**config.mk**
```make
export PLATFORM = sky130hd
export DESIGN_NAME = smc_div
export DESIGN_NICKNAME = d
export VERILOG_FILES = /design/src/rtl/smc_pkg.sv /design/src/rtl/smc_div.sv
export SDC_FILE = /design/constraint.sdc
export NUM_CORES = 1
export LEC_CHECK = 0
export ABC_AREA = 1
export BUFFER_PORTS_ARGS = -buffer_cell sky130_fd_sc_hd__buf_2
export CORE_ASPECT_RATIO = 1.5
export CORE_UTILIZATION = 45
export DETAILED_ROUTE_END_ITERATION = 7
export GPL_TIMING_DRIVEN = 1
export HOLD_SLACK_MARGIN = 0.15
export PLACE_DENSITY = 0.73
export SKIP_CTS_REPAIR_TIMING = 1
export SLEW_MARGIN = 15
export SYNTH_ARGS = -nofsm -noshare
export SYNTH_HDL_FRONTEND = slang
export SYNTH_SLANG_ARGS = --single-unit
```
**constraint.sdc**
```tcl
create_clock -name clk_i -period 1.3 [get_ports clk_i]
set_input_delay 0.13 -clock clk_i [delete_from_list [all_inputs] [get_ports clk_i]]
set_output_delay 0.13 -clock clk_i [all_outputs]
set_load 0.02 [all_outputs]
```
**src/rtl/smc_pkg.sv**
```systemverilog
// Shared constants, types and the sine table for the sine-swept chorus core.
package smc_pkg;

  // Delay line geometry
  localparam int MAX_LINE = 2048;
  localparam int LINE_AW  = $clog2(MAX_LINE);
  localparam int LEN_W    = LINE_AW + 1;

  // Field and register widths
  localparam int SAMPLE_W  = 16;
  localparam int WET_W     = 7;
  localparam int STEP_W    = 20;
  localparam int PHASE_W   = 24;
  localparam int CFG_W     = 20;
  localparam int CFG_IDX_W = 2;

  localparam logic [WET_W-1:0]   WET_RESET  = 7'd50;
  localparam logic [LEN_W-1:0]   LEN_RESET  = LEN_W'(1102);
  localparam logic [STEP_W-1:0]  STEP_RESET = 20'd30;
  localparam logic [LEN_W-1:0]   LEN_MIN    = LEN_W'(2);
  localparam logic [LEN_W-1:0]   LEN_MAX    = LEN_W'(MAX_LINE);
  localparam int                 WET_FULL   = 100;

  // Sine oscillator
  localparam int SINE_ENTRIES = 1024;
  localparam int SIN_AW       = $clog2(SINE_ENTRIES);
  localparam int QTR_ENTRIES  = SINE_ENTRIES / 4;
  localparam int QTR_AW       = SIN_AW - 2;
  localparam int MAG_W        = SAMPLE_W - 1;
  localparam logic [63:0] PI_HALF_Q30 = 64'd1686629713;

  // Shift-add datapath
  localparam int FRAC_W     = 8;
  localparam int MIX_SHIFT  = 9;
  localparam int MCAND_W    = SAMPLE_W + MIX_SHIFT;
  localparam int ACC_W      = 33;
  localparam int PROD_W     = SAMPLE_W + LINE_AW;
  localparam int OFF_W      = PROD_W - FRAC_W;
  localparam int MPL_W      = (LINE_AW > FRAC_W) ? LINE_AW : FRAC_W;
  localparam int STEP_CNT_W = $clog2(MPL_W);
  // (25600 + 51200 * 65536) / 128: rounding term plus a bias that keeps the
  // mix positive, preloaded before the seven mix steps shift it up by 2^7
  localparam logic [ACC_W-1:0] MIX_BIAS = 33'd26214600;

  // Divider
  localparam int DVD_W  = ACC_W - MIX_SHIFT;
  localparam int QUOT_W = SAMPLE_W;
  localparam int REM_W  = $clog2(WET_FULL);
  localparam int DCNT_W = $clog2(DVD_W);

  typedef enum logic [CFG_IDX_W-1:0] {
    REG_WET_PERCENT = 2'd0,
    REG_LINE_LENGTH = 2'd1,
    REG_LFO_STEP    = 2'd2
  } cfg_idx_e;

  typedef enum logic [3:0] {
    S_IDLE,
    S_MUL1,
    S_OFF,
    S_POS,
    S_RDA,
    S_RDB,
    S_LDB,
    S_MUL2,
    S_LDMIX,
    S_MIX,
    S_DSTART,
    S_DIV,
    S_OUT
  } smc_state_e;

  typedef struct packed {
    logic                en;
    logic [LINE_AW-1:0]  addr;
    logic [SAMPLE_W-1:0] data;
  } line_wr_t;

  typedef struct packed {
    logic               en;
    logic [LINE_AW-1:0] addr;
  } line_rd_t;

  typedef logic [MAG_W-1:0] qsine_lut_t [QTR_ENTRIES];

  // sin(pi/2 * j / QTR_ENTRIES) in Q1.15, Taylor series in Q30
  function automatic logic [MAG_W-1:0] quarter_sine(input int unsigned j);
    logic [63:0]        x;
    logic [63:0]        x2;
    logic [63:0]        term;
    logic signed [63:0] sum;
    x    = (PI_HALF_Q30 * (64'(j) * 64'd4)) / SINE_ENTRIES;
    x2   = (x * x) >> 30;
    term = x;
    sum  = $signed(x);
    term = ((term * x2) >> 30) / 64'd6;
    sum  = sum - $signed(term);
    term = ((term * x2) >> 30) / 64'd20;
    sum  = sum + $signed(term);
    term = ((term * x2) >> 30) / 64'd42;
    sum  = sum - $signed(term);
    term = ((term * x2) >> 30) / 64'd72;
    sum  = sum + $signed(term);
    term = ((term * x2) >> 30) / 64'd110;
    sum  = sum - $signed(term);
    term = ((term * x2) >> 30) / 64'd156;
    sum  = sum + $signed(term);
    if (sum < 0) begin
      sum = 0;
    end
    sum = (sum + 64'sd16384) >>> 15;
    if (sum > 64'sd32767) begin
      sum = 64'sd32767;
    end
    return sum[MAG_W-1:0];
  endfunction

  function automatic qsine_lut_t build_qsine();
    qsine_lut_t lut;
    for (int j = 0; j < QTR_ENTRIES; j++) begin
      lut[j] = quarter_sine(j);
    end
    return lut;
  endfunction

  localparam qsine_lut_t       QSINE_LUT = build_qsine();
  localparam logic [MAG_W-1:0] SIN_PEAK  = quarter_sine(QTR_ENTRIES);

endpackage

```
**src/rtl/smc_div.sv**
```systemverilog
// Bit-serial restoring divider by the wet-share full scale (100).
module smc_div (
  input  logic                       clk_i,
  input  logic                       rst_ni,
  input  logic                       start_i,
  input  logic [smc_pkg::DVD_W-1:0]  dividend_i,
  output logic                       done_o,
  output logic [smc_pkg::QUOT_W-1:0] quot_o
);
  import smc_pkg::*;

  logic [DVD_W-1:0]  dq_q;   // dividend shifts out, quotient shifts in
  logic [REM_W-1:0]  rem_q;
  logic [DCNT_W-1:0] cnt_q;
  logic              busy_q;
  logic [REM_W:0]    trial;
  logic              ge;

  assign trial = {rem_q, dq_q[DVD_W-1]};
  assign ge    = trial >= (REM_W + 1)'(WET_FULL);

  always_ff @(posedge clk_i) begin
    if (start_i) begin
      dq_q  <= dividend_i;
      rem_q <= '0;
    end else if (busy_q) begin
      dq_q  <= {dq_q[DVD_W-2:0], ge};
      rem_q <= ge ? REM_W'(trial - (REM_W + 1)'(WET_FULL)) : trial[REM_W-1:0];
    end
  end

  always_ff @(posedge clk_i or negedge rst_ni) begin
    if (!rst_ni) begin
      busy_q <= 1'b0;
      cnt_q  <= '0;
    end else if (start_i) begin
      busy_q <= 1'b1;
      cnt_q  <= DCNT_W'(DVD_W - 1);
    end else if (busy_q) begin
      cnt_q <= cnt_q - DCNT_W'(1);
      if (cnt_q == '0) begin
        busy_q <= 1'b0;
      end
    end
  end

  assign done_o = busy_q && (cnt_q == '0);
  assign quot_o = dq_q[QUOT_W-1:0];

endmodule

```
==> flow_metrics.py, run 1 <==
metrics = {
    "routing": {
        "first_iter_violations": 53,
        "drt-pass1-iter-count": 4,
        "drc": 0,
        "vias": 1499,
        "viasPerCell": 4.820,
        "drt-total-wl_mm": 3.753,
        "wl_per_cell_um": 12.07,
        "detail-route-antenna-nets": 0,
    },
    "cells_and_area": {
        "diodes": 0,
        "finalNetCount": 297,
        "final-seq-area_um2": 1012,
        "area_delta_synth_final_pct": 28.67,
        "layout.cells.non_filler": 311,
        "multi_input_area_um2": 634.4,
        "fill_cells": 340,
        "drive_gt1_frac": 0.2985,
    },
    "clocking": {
        "cts_max_level": 2,
        "cts_tree": "done",
        "clock_path_buffers": 2,
        "cts_root_buffer": "clkbuf_8",
        "cts_sinks": 37,
        "clk_pin_slew_worst_paths_ns": 0.07,
        "clkLatencyLatePin_ns": 0.28,
        "numCtsBuffers": 5,
    },
    "timing": {
        "fin_skew_ns": 0.005324,
        "setup_viol": 1,
        "maxSlewHeadroom": 0.8160,
        "rsz0062_at_grt": "yes",
        "worst_pin_slew_ns": 0.2757,
        "final_max_slew_viol_count": 0,
        "fin_crit_ns": 1.428,
        "fmax_mhz": 700.1,
        "finalWorstSetupSlack_ns": -0.1283,
        "fin_crit_sh": 1.099,
        "hold_viol_final": 0,
    },
    "grt": {
        "grt_usage": 0.1754,
        "grt_pass1_vias": 1306,
        "antenna_found_initial": 0,
        "overflow": 0,
        "grt_max_degree": 23,
        "grt_first_pass_wirelength_mm": 5.464,
    },
    "critical_path": {
        "cp_max_fo": 2,
        "arrival_ns": 1.30,
        "crit_family": "flip-flops",
        "slowest_stage": "dfrtp_1",
        "cp_slowest_stage_delay_ns": 0.40,
        "worstSetupEndpointType": "primary output",
        "path_class": "flop to primary output",
        "cp_data_required_time_ns": 1.17,
        "path_cells": "inv_2 -> ha_4 -> nand3b_1 -> nor2_2 -> buf_6",
        "worstSetupStartpointType": "flop",
        "cp_num_buf_inv": 2,
    },
    "synth": {
        "ys.flop_type": "edfxtp_1",
        "syn_area_um2": 1815,
        "synth_compound_area_frac": 0.04686,
        "synthSimpleGateAreaFrac": 0.2522,
        "synth.distinct_cells": 25,
        "ys_seq_area_frac": 0.5569,
        "yosysTopAreaCell": "edfxtp_1",
        "synth.mux.area_fraction": 0,
        "syn_inst": 209,
        "synth_adder_area_share": 0.02068,
        "synth_edf_count": 24,
        "netlist_top_cells_area": "edfxtp_1 (40%), nand2_1 (18%), dfrtp_1 (8.3%), dfxtp_1 (7.7%), buf_4 (7.0%)",
        "ys_warn_count": 0,
        "syn_nets": 239,
        "ys_top_cells_by_count": "nand2_1 (89), edfxtp_1 (24), buf_4 (17)",
        "postSynthAreaPerCell_um2": 8.687,
        "synth_top_family_by_area": "simple AND/OR/NAND/NOR gates",
        "ys_seq_elements": 37,
        "synth_top_area_frac": 0.3970,
        "synth_most_common_cell": "nand2_1",
        "synth-xor-area-share": 0.004824,
        "async_reset_ff_frac": 0.1622,
    },
    "floorplanning": {
        "ios": 44,
        "core_region_area_um2": 3750,
        "num_rows": 27,
        "die-area_um2": 4297,
        "dieHeight_um": 79.79,
        "dieWidth_um": 53.86,
        "start_util": 0.4842,
    },
    "placed_design": {
        "place.gp.congestion": 0.8242,
        "portBuffers": 43,
        "placed_cells": 282,
        "dp_hpwl_mm": 2.416,
    },
    "power": {
        "p_total_mw": 2.642,
        "p_leak_nw": 1.131,
        "p_per_area_nw_per_um2": 1131,
        "peakVddDrop_uv": 820.6,
    },
    "worst_hold_path": {
        "min_path_type": "input port to flop",
    },
    "run_status": {
        "violations": "negative setup slack",
        "status": "finished, violations left",
    },
    "flow_run": {
        "max_cap_violations": 0,
    },
}
layer usage:
metal / track usage / up-vias / wire (um)
met5: 0 / - / 0
met4: 0.06316 / 0 / 46
met3: 0.04190 / 5 / 167
met2: 0.2988 / 40 / 1921
met1: 0.2054 / 689 / 1617
li1: - / 765 / -
power breakdown:
| group | switching, mW | internal [mW] |
|---|---|---|
| logic | 0.255 | 0.202 |
| registers | 0.0483 | 1.36 |
| clock network | 0.407 | 0.372 |
| total | 0.710 | 1.93 |
tightest hold or removal path, stage by stage:
cell	delay [ns]
buf_2	0.07
nand2_1	0.05
nand2_1	0.05
layout make-up:
| cell class | instances | share of cell area |
|---|---|---|
| timing repair buffer | 72 | 0.2062 |
| inverter | 18 | 0.03053 |
| multi-input combinational | 133 | 0.2716 |
| tap | 43 | 0.02303 |
| clock inverter | 2 | 0.004285 |
| sequential | 37 | 0.4333 |
| clock buffer | 6 | 0.03107 |
cells by family after synthesis:
family | count (synthesis)
buf+inv | 39
xor+xnor | 1
flops | 37
simple gates | 113
fa+ha+maj | 3
compound gates | 16
cell usage in the layout, fill, tap and decap left out, types with 6 or more instances in the layout:
cell	instances
dlygate4sd3_1	17
nand2_1	88
inv_2	7
nor2_1	8
dfxtp_1	6
nand3_1	6
inv_1	9
buf_2	42
edfxtp_1	24
dfrtp_1	6
buf_4	12
per-stage QoR:
stage	setup TNS [ns]	instance area (um2)	hold WS [ns]	setup WS [ns]	util
4_1_cts	-0.2859	2088	-0.3415	-0.1791	0.5569
3_3_place_gp	0	2006	-0.03801	0.02422	0.5349
3_5_place_dp	-0.07684	2006	-0.03400	-0.03609	0.5349
6_report	-0.1283	2336	0.1220	-0.1283	0.6230
5_1_grt	-0.2633	2336	0.1500	-0.1870	0.6230
2_1_floorplan	-0.2102	1824	-0.1656	-0.008759	-
sequential cells by signal, summed over array words and instances (netlist names):
signal  count
busy_q      1
rem_q       7
dq_q       24
cnt_q       5
worst paths after layout:
path | end | depth (start not counted) | startpoint | slack [ns]
setup / recovery | done_o | 5 | cnt_q[0] | -0.13
hold / removal | dq_q[7] | 3 | dividend_i[7] | 0.12
setup reg to reg | rem_q[4] | 11 | rem_q[2] | 0.04
hold reg to reg | rem_q[0] | 2 | dq_q[23] | 0.48
max in group asynchronous | cnt_q[1] | 2 | rst_ni | 0.96
min in group asynchronous | cnt_q[4] | 2 | rst_ni | 0.20
Note: power is estimated with default switching activity, not from simulation.
==> run 2, diff against run 1 <==
Settings changed: PLACE_DENSITY 0.73 to 0.72.
==> flow_metrics.py, run 2 (same netlist as run 1, synthesis figures left out) <==
metrics = {
    "run_status": {
        "status": "finished, violations left",
        "violations": "negative setup slack",
    },
    "worst_hold_path": {
        "min_path_type": "input port to flop",
        "hold_start": "dividend_i[12]",
    },
    "floorplanning": {
        "dieWidth_um": 53.86,
        "num_rows": 27,
        "die-area_um2": 4297,
        "ios": 44,
        "core_region_area_um2": 3750,
        "start_util": 0.4842,
        "dieHeight_um": 79.79,
    },
    "timing": {
        "tns_ns": -0.1530,
        "final_max_slew_viol_count": 0,
        "fin_crit_sh": 1.118,
        "fin_crit_ns": 1.453,
        "setup_viol": 1,
        "finalWorstSetupSlack_ns": -0.1530,
        "hold_viol_final": 0,
        "fmax_mhz": 688.3,
        "worst_pin_slew_ns": 0.2580,
        "rsz0062_at_grt": "yes",
        "maxSlewHeadroom": 0.8278,
        "fin_skew_ns": 0.004808,
    },
    "placed_design": {
        "post-place-ws_ns": -0.02977,
        "placed_cell_area_um2": 2013,
        "portBuffers": 43,
        "dp_hpwl_mm": 2.499,
        "place.gp.congestion": 0.8128,
    },
    "power": {
        "p_total_mw": 2.667,
        "peakVddDrop_uv": 676.3,
        "p_leak_nw": 1.154,
        "p_per_area_nw_per_um2": 1114,
    },
    "grt": {
        "antenna_found_initial": 0,
        "grt_max_degree": 18,
        "grt_first_pass_wirelength_mm": 5.706,
        "grt_pass1_vias": 1325,
        "overflow": 0,
        "grt_usage": 0.1867,
    },
    "cells_and_area": {
        "design_area_um2": 2395,
        "largest_reg_flops": 24,
        "fill_cells": 327,
        "drive_gt1_frac": 0.3114,
        "final-seq-area_um2": 1013,
        "finalNetCount": 302,
        "largest-register": "dq_q",
        "final_common_cell": "nand2_1",
        "biggestRegsByFlops": "dq_q x24, rem_q x7, cnt_q x5",
        "area_delta_synth_final_pct": 31.91,
        "multi_input_area_um2": 641.9,
        "fin_util": 0.6386,
        "final_cell_mix": "nand2_1 (86), buf_2 (42), edfxtp_1 (24), dlygate4sd3_1 (21), buf_4 (13)",
        "diodes": 0,
    },
    "routing": {
        "drt-total-wl_mm": 4.008,
        "drc": 0,
        "drt-pass1-iter-count": 4,
        "detail-route-antenna-nets": 0,
        "wl_per_cell_um": 12.68,
        "first_iter_violations": 30,
        "viasPerCell": 4.927,
        "vias": 1557,
    },
    "critical_path": {
        "cp_max_fo": 2,
        "worstSetupStartpointType": "flop",
        "arrival_ns": 1.32,
        "crit_start": "cnt_q[1]",
        "cp_data_required_time_ns": 1.17,
        "path_class": "flop to primary output",
        "worstSetupEndpointType": "primary output",
        "r2r-start": "rem_q[2]",
    },
    "clocking": {
        "clk_pin_slew_worst_paths_ns": 0.07,
        "cts_max_level": 2,
        "cts_root_buffer": "clkbuf_8",
        "cts_tree": "done",
        "clkLatencyLatePin_ns": 0.29,
        "numCtsBuffers": 5,
        "cts_sinks": 37,
        "clock_path_buffers": 2,
    },
    "flow_run": {
        "max_cap_violations": 0,
    },
}
-- run 2: changes by cell type in the layout (fill, tap and decap cells not counted), moves of 2 or more --
cell           previous run  this run
dlygate4sd3_1            17        21
nand2_2                   2         4
nand2_1                  88        86
o21ai_0                   5         7
o21ai_1                   3         1
-- run 2: layout make-up --
class,instances,share of cell area
sequential,37,0.4232
multi-input combinational,133,0.2680
inverter,18,0.03083
clock buffer,6,0.03030
clock inverter,2,0.004180
timing repair buffer,77,0.2210
tap,43,0.02247
-- run 2: critical path, stage by stage, from the launching register on --
cell	delay, ns
dfrtp_1	0.40
inv_2	0.08
ha_4	0.13
nand3b_1	0.12
nor2_2	0.17
buf_6	0.13
-- run 2: per-layer routing --
layer / share of wire / up-vias / global-route usage
li1: - / 779 / -
met1: 0.40 / 716 / 0.2155
met2: 0.52 / 53 / 0.3049
met3: 0.050 / 9 / 0.05524
met4: 0.023 / 0 / 0.08684
met5: 0 / - / 0
-- run 2: path summary, 6_finish.rpt --
kind / to / slack [ns] / depth (start not counted)
worst min register to register: rem_q[0] / 0.50 / 2
worst max-delay path: done_o / -0.15 / 5
min in group asynchronous: cnt_q[3] / 0.19 / 2
max in group asynchronous: cnt_q[1] / 0.97 / 2
worst max register to register: rem_q[4] / 0.01 / 11
worst min-delay path: dq_q[12] / 0.11 / 3
-- run 2: report_power, final --
| group | switching (mW) | total, mW | internal [mW] | leakage (nW) |
|---|---|---|---|---|
| clock network | 0.403 | 0.775 | 0.371 | 0.0450 |
| registers | 0.0498 | 1.41 | 1.36 | 0.384 |
| logic | 0.267 | 0.483 | 0.216 | 0.726 |
-- run 2: stage by stage --
step	hold WS [ns]	instances
2_1_floorplan	-0.1656	209
5_1_grt	0.1468	316
3_5_place_dp	-0.04044	283
4_1_cts	-0.3549	291
6_report	0.1132	316
3_3_place_gp	-0.04117	283
==> run 3, diff against run 2 <==
Settings changed: CORE_UTILIZATION 45 to 47, PLACE_DENSITY 0.72 to 0.74.
==> flow_metrics.py, run 3 (same netlist as run 1, synthesis figures left out) <==
metrics = {
    "critical_path": {
        "worstSetupEndpointType": "primary output",
        "r2r_setup_slack_ns": 0.04,
        "cp_slowest_stage_delay_ns": 0.39,
        "path_class": "flop to primary output",
        "path_cells": "inv_2 -> ha_4 -> nand3b_1 -> nor2_2 -> buf_6",
        "rr_worst_depth": 10,
        "worstSetupStartpointType": "flop",
        "crit_start": "cnt_q[1]",
        "endpoint": "done_o",
        "r2r_end": "rem_q[4]",
        "cp_max_fo": 2,
        "slowest_stage": "dfrtp_1",
        "arrival_ns": 1.29,
        "cp_data_required_time_ns": 1.17,
        "r2r-start": "rem_q[1]",
    },
    "cells_and_area": {
        "largest_reg_flops": 24,
        "design_area_um2": 2485,
        "final_cell_mix": "nand2_1 (82), buf_2 (42), edfxtp_1 (24), dlygate4sd3_1 (22), buf_4 (13)",
        "layout.cells.non_filler": 319,
        "largest-register": "dq_q",
        "biggestRegsByFlops": "dq_q x24, rem_q x7, cnt_q x5",
        "drive_gt1_frac": 0.3406,
        "area_delta_synth_final_pct": 36.87,
        "final_common_cell": "nand2_1",
        "diodes": 0,
        "finalNetCount": 305,
    },
    "timing": {
        "final_max_slew_viol_count": 0,
        "setup_viol": 1,
        "worst_pin_slew_ns": 0.3383,
        "fin_crit_ns": 1.419,
        "fmax_mhz": 704.8,
        "hold_viol_final": 0,
        "holdWs_ns": 0.1220,
        "maxSlewHeadroom": 0.7742,
        "fin_skew_ns": 0.01039,
        "finalWorstSetupSlack_ns": -0.1189,
        "rsz0062_at_grt": "yes",
        "fin_crit_sh": 1.091,
    },
    "routing": {
        "detail-route-antenna-nets": 0,
        "highest_layer": "met4",
        "vias": 1593,
        "first_iter_violations": 63,
        "drt-pass1-iter-count": 6,
        "wl_met1_mm": 1.693,
        "drt-total-wl_mm": 4.082,
        "wl_per_cell_um": 12.80,
        "dr_wl_met3_um": 174,
        "drc": 0,
        "viasPerCell": 4.994,
        "met2_length_mm": 2.149,
    },
    "grt": {
        "grt_usage": 0.1790,
        "grt_max_degree": 29,
        "grt_pass1_vias": 1381,
        "grt_first_pass_wirelength_mm": 5.506,
        "overflow": 0,
        "antenna_found_initial": 0,
    },
    "power": {
        "p_switching_uw": 734.6,
        "combPwrFrac": 0.187,
        "p_leak_nw": 1.200,
        "clkPwrFrac": 0.287,
        "p_per_area_nw_per_um2": 1082,
        "seq_power_share": 0.526,
        "p_int_mw": 1.954,
        "peakVddDrop_uv": 962.9,
        "switching_share": 0.2732,
    },
    "run_status": {
        "violations": "negative setup slack",
        "status": "finished, violations left",
    },
    "clocking": {
        "clk_pin_slew_worst_paths_ns": 0.07,
        "cts_tree": "done",
        "clkLatencyLatePin_ns": 0.29,
        "cts_sinks": 37,
        "cts_max_level": 2,
        "clock_path_buffers": 2,
        "numCtsBuffers": 5,
        "cts_root_buffer": "clkbuf_8",
    },
    "floorplanning": {
        "core_region_area_um2": 3682,
        "start_util": 0.4930,
        "num_rows": 27,
        "dieHeight_um": 78.12,
        "dieWidth_um": 52.75,
        "ios": 44,
        "die-area_um2": 4120,
    },
    "flow_run": {
        "max_cap_violations": 0,
    },
    "placed_design": {
        "portBuffers": 43,
        "place.gp.congestion": 0.8404,
        "dp_hpwl_mm": 2.427,
        "placed_cell_area_um2": 2026,
        "placed_cells": 283,
    },
    "worst_hold_path": {
        "min_path_type": "input port to flop",
    },
}
[run 3: worst min path at each step]
stage | startpoint | to | slack (ns) | cells after the start
after CTS | rst_ni | cnt_q[3] | -0.35 | 1
after detailed placement | rst_ni | cnt_q[4] | -0.04 | 1
final | dividend_i[22] | dq_q[22] | 0.12 | 3
after global routing | dividend_i[7] | dq_q[7] | 0.15 | 3
after global placement | rst_ni | cnt_q[4] | -0.04 | 1
after floorplan | rst_ni | busy_q | -0.17 | 0
[run 3: critical path: cells and delay by family, from the launching register on]
family / cells / cell delay (ns)
flops: 1 / 0.39
fa+ha+maj: 1 / 0.13
buf+inv: 2 / 0.21
simple gates: 2 / 0.28
[run 3: metrics by stage]
stage	util	worst slack, ns	TNS (ns)	total power, mW
finish	0.6748	-0.1189	-0.1189	2.689
global route	0.6748	-0.1964	-0.3160	2.823
CTS	0.5736	-0.1474	-0.2204	2.589
detailed placement	0.5501	-0.01046	-0.01694	1.814
global placement	0.5501	0.03146	0	1.807
floorplan	-	-0.008759	-0.2102	1.727
[run 3: layout make-up]
class / count / area [um2]
timing repair buffer: 80 / 570.5
fill: 295 / 1197
inverter: 18 / 76.32
clock buffer: 5 / 68.82
tap: 43 / 53.80
clock inverter: 3 / 17.52
multi-input combinational: 133 / 684.4
sequential: 37 / 1013
[run 3: power groups by stage]
| stage | Clock, mW | Sequential, mW | Combinational, mW |
|---|---|---|---|
| 2_1_floorplan | 0 | 1.42 | 0.308 |
| 3_3_place_gp | 0 | 1.43 | 0.377 |
| 4_1_cts | 0.798 | 1.41 | 0.382 |
| 5_1_grt | 0.841 | 1.42 | 0.558 |
| 3_5_place_dp | 0 | 1.43 | 0.381 |
| 6_report | 0.773 | 1.41 | 0.502 |
[run 3: metal layers]
metal  vias to the layer above  global-route usage
met5                         -                   0
met4                         0             0.08421
met3                         6             0.03682
met2                        50              0.2975
met1                       757              0.2139
li1                        780                   -
